File: src/rtl/core/rsi_pkg.sv
// Shared constants and types for the ray/sphere intersection core.
`default_nettype none
package rsi_pkg;

   // Default coordinate width (signed fixed point).
   localparam int COORD_WIDTH_DEFAULT = 32;

   // Radius after reset: 1.0 in Q16.16.
   localparam int RADIUS_RESET = 65536;

   // Limb width of the pipelined multiplier and its register depth.
   localparam int MUL_LIMB = 32;
   localparam int MUL_LAT  = 5;

   typedef enum logic [1:0] {
      CSR_CENTER_X = 2'd0,
      CSR_CENTER_Y = 2'd1,
      CSR_CENTER_Z = 2'd2,
      CSR_RADIUS   = 2'd3
   } csr_index_type;

endpackage
`default_nettype wire

File: src/rtl/core/rsi_mul.sv
// Pipelined signed multiplier built from registered limb partial products.
`default_nettype none
module rsi_mul #(
   parameter int AW = 32,
   parameter int BW = 32
) (
   input  wire logic                 clock,
   input  wire logic                 en,
   input  wire logic signed [AW-1:0] a,
   input  wire logic signed [BW-1:0] b,
   output logic signed [AW+BW-1:0]   p
);
   import rsi_pkg::*;

   localparam int L   = MUL_LIMB;
   localparam int NA  = (AW + L - 1) / L;
   localparam int NB  = (BW + L - 1) / L;
   localparam int TW  = (NA + NB) * L;
   localparam int PW  = AW + BW;
   localparam int RWW = (NB + 1) * L;

   logic [AW-1:0]     abs_a;
   logic [BW-1:0]     abs_b;
   logic [NA*L-1:0]   ma_ff;
   logic [NB*L-1:0]   mb_ff;
   logic [3:0]        neg_ff;
   logic [2*L-1:0]    pp_in  [NA][NB];
   logic [2*L-1:0]    pp_ff  [NA][NB];
   logic [RWW-1:0]    row_in [NA];
   logic [RWW-1:0]    row_ff [NA];
   logic [TW-1:0]     tot_in;
   logic [TW-1:0]     tot_ff;
   logic [PW-1:0]     mag;
   logic [PW-1:0]     p_in;
   logic [PW-1:0]     p_ff;

   // Split into sign and magnitude.
   assign abs_a = a[AW-1] ? (~a + 1'b1) : a;
   assign abs_b = b[BW-1] ? (~b + 1'b1) : b;

   always_comb begin
      for (int i = 0; i < NA; i++) begin
         for (int j = 0; j < NB; j++) begin
            pp_in[i][j] = ma_ff[i*L +: L] * mb_ff[j*L +: L];
         end
      end
   end

   always_comb begin
      for (int i = 0; i < NA; i++) begin
         row_in[i] = '0;
         for (int j = 0; j < NB; j++) begin
            row_in[i] = row_in[i] + (RWW'(pp_ff[i][j]) << (j*L));
         end
      end
   end

   always_comb begin
      tot_in = '0;
      for (int i = 0; i < NA; i++) begin
         tot_in = tot_in + (TW'(row_ff[i]) << (i*L));
      end
   end

   assign mag  = tot_ff[PW-1:0];
   assign p_in = neg_ff[3] ? (~mag + 1'b1) : mag;

   always_ff @(posedge clock) begin
      if (en) begin
         ma_ff  <= (NA*L)'(abs_a);
         mb_ff  <= (NB*L)'(abs_b);
         neg_ff <= {neg_ff[2:0], a[AW-1] ^ b[BW-1]};
         pp_ff  <= pp_in;
         row_ff <= row_in;
         tot_ff <= tot_in;
         p_ff   <= p_in;
      end
   end

   assign p = p_ff;
endmodule
`default_nettype wire

File: config.mk
export PLATFORM = sky130hd
export DESIGN_NAME = rsi_mul
export DESIGN_NICKNAME = d
export VERILOG_FILES = /design/src/rtl/core/rsi_pkg.sv /design/src/rtl/core/rsi_mul.sv
export SDC_FILE = /design/constraint.sdc
export NUM_CORES = 2
export LEC_CHECK = 0
export BUFFER_PORTS_ARGS = -buffer_cell sky130_fd_sc_hd__buf_2
export CORE_UTILIZATION = 35
export CTS_BUF_LIST = sky130_fd_sc_hd__clkbuf_4
export DETAILED_ROUTE_END_ITERATION = 8
export PLACE_DENSITY = 0.54
export SYNTH_ARGS = -nofsm -noshare
export SYNTH_HDL_FRONTEND = slang
export SYNTH_SLANG_ARGS = --single-unit
export TNS_END_PERCENT = 10
File: constraint.sdc
create_clock -name clock -period 9.5 [get_ports clock]
set_clock_uncertainty 0.05 [all_clocks]
set_input_delay 0.475 -clock clock [delete_from_list [all_inputs] [get_ports clock]]
set_output_delay 0.475 -clock clock [all_outputs]
set_load 0.01 [all_outputs]
==> impl_metrics.yaml <==
clock_network:
  cts_buffer_depth: 3
  tritoncts: "yes"
  cts_root_buf: "clkbuf_4"
  numCtsBuffers: 86
  htree_levels: 3
  clkSinkCount: 324
  clkTransAtPathRegs_ns: 0.06
  cts-resized-gates: 0
  clock_latency_ns: 0.89
sta:
  fmax_ghz: 0.115
  setup_viol: 0
  hold_viol: 0
  max-slew-margin-rel: 0.126
  worstMarginPinSlew_ns: 1.31
  setup_tns_ns: 0
  rsz0062_at_grt: "false"
  finalCriticalPeriod_ns: 8.67
  drv_slew: 0
  period_share: 0.912
  hold_ws_ns: 0.191
synthesis:
  synth_fp_nets: 5618
  yosysWarnings: 0
  synthCells: 4390
  synth_edf_count: 324
  synth-seq-cells: 324
  syn-cell-area_um2: 45800
  ys_async_sr_fraction: 0
  synth_area_leader_cell: "fa_1"
  synth_area_leaders: "fa_1, edfxtp_1, and2_1"
  yosysTopAreaCellShare: 0.392
  synth.yosys.seq_area_share: 0.213
  synthDistinctLibCells: 70
  synth.avg_cell_area_um2: 10.4
  synth_flop_cell: "edfxtp_1"
worst_setup_path:
  slowest_delay_ns: 1.11
  critPathBufInv: 4
  path_delay_family: "adder cells"
  cp-end-kind: "register"
  cp_max_fo: 17
  r2r-start: "ma_ff[5]"
  worst_path_max_delay_cell: "edfxtp_1"
  crit_top_cell: "fa_1"
  crit_start: "ma_ff[5]"
  cp.required_ns: 10.02
  crit_chain: "buf_4 > nand2_1 > fa_1 > inv_1 > fa_1 > fa_1 > inv_1 > fa_1 > inv_1 > fa_1 > ha_1 > fa_1 > fa_1 > ha_1 > nand4_1 > nor3_1 > or4b_1 > nand3_1 > o22ai_1 > o41ai_2 > a21oi_1 > a41oi_1 > o211ai_1"
  start_kind: "register"
  critPathArrivalTime_ns: 9.19
  critical_path_class: "register to register"
route:
  num_vias: 30600
  firstDrtPassIters: 7
  drcViolationCount: 0
  wire_per_inst_um: 19.7
  wirelength_um: 125000
  drt_iter0_drc: 2038
  drt-vias-per-instance: 4.82
  drtAntennaViolNets: 0
placed_design:
  gp_congestion: 0.885
  postPlaceCellArea_um2: 48500
  dpl.hpwl_um: 98600
  port_buffers: 129
grt:
  grt_max_degree: 179
  overflow: 0
  grt_pass1_wl_um: 195000
  track_usage: 0.195
  antenna_found_initial: 8
  first_global_vias: 32900
finish:
  layout-drive-gt1-share: 0.0850
  layout_commonest_cell: "fa_1"
  layout-area-overhead-vs-synth_pct: 10.2
  nets: 5781
  finalInstanceArea_um2: 50400
  layout_common_cells: "fa_1, inv_1, and2_1"
  fillers: 12900
floorplanning:
  start_util: 0.353
  dieArea_um2: 132000
  die_w_um: 364
  rows: 132
  core-area_um2: 130000
  ios: 130
  die_h_um: 364
run_status:
  outcome: "finished, final reports clean"
min_path:
  min_from: "b[31]"
  hp-class: "input port to register"
run:
  cap_viol_max_count: 0
-- routing by layer --
metal | vias up | routed length, µm | global-route usage | share of wire
li1 | 13800 | - | - | -
met1 | 15800 | 59500 | 0.285 | 0.47
met2 | 970 | 54100 | 0.294 | 0.43
met3 | 165 | 9330 | 0.0404 | 0.074
met4 | 2 | 2550 | 0.0461 | 0.020
met5 | - | 13 | 0 | 0.00010
-- flip-flops by register name, summed over array words and instances (netlist names) --
name,flops
mag,64
row_ff,64
pp_ff,64
p,64
mb_ff,32
ma_ff,32
neg_ff,4
-- cell usage after synthesis, drive strengths merged, types with 15 or more instances --
| cell type | instances |
|---|---|
| fa | 896 |
| inv | 866 |
| and2 | 632 |
| nand2 | 496 |
| edfxtp | 324 |
| ha | 266 |
| clkbuf | 233 |
| xnor2 | 142 |
| o21ai | 74 |
| a21oi | 68 |
| xor2 | 40 |
| a21o | 37 |
| nor2 | 36 |
| o31ai | 29 |
| nand4 | 27 |
| nand3 | 23 |
| nor3 | 21 |
| o41ai | 19 |
| or4 | 18 |
| o21bai | 15 |
| or3 | 15 |
-- cells by family (layout without fill, tap and decap cells) --
group,after synthesis,count (layout),share of synthesized area
compound gates,306,306,0.0442
xor+xnor,182,182,0.0348
fa+ha+maj,1162,1162,0.465
buf+inv,1100,1323,0.0906
flops,324,324,0.213
mux,2,2,0.000465
other cells,0,3,0
simple gates,1314,1314,0.152
-- stage by stage --
stage               instances  setup WS (ns)  utilization
floorplan                4390           2.04            -
global placement         6122          0.992        0.374
detailed placement       6122          0.853        0.374
CTS                      6355          0.807        0.389
global route             6357          0.451        0.389
finish                   6358          0.833        0.389
-- what timing repair did --
action | CTS | global route
setup buffers | 0 | 0
hold buffers | 85 | 0
hold endpoints to repair | 104 | 0
-- final timing paths --
kind	endpoint	slack, ns	cells past startpoint
setup / recovery	pp_ff[62]	0.83	23
hold reg to reg	neg_ff[3]	0.31	0
setup reg to reg	pp_ff[62]	0.83	23
hold / removal	mb_ff[27]	0.19	3
-- worst min-delay path: stages --
cell and delay (ns):
buf_2 0.28, nand2_1 0.14, xnor2_1 0.11
-- cell type report --
type	instances	area (µm²)	share of cell area
Tap cell	1742	2180	0.0432
Clock buffer	118	886	0.0176
Sequential cell	324	9730	0.193
Clock inverter	30	200	0.00397
Inverter	866	3250	0.0645
Multi-Input combinational cell	2966	31900	0.632
Antenna cell	3	7.51	0.000149
Timing Repair Buffer	309	2270	0.0450
Power is not shown: default switching activity piles up to over one toggle a cycle in this logic, so the estimate is an artifact.
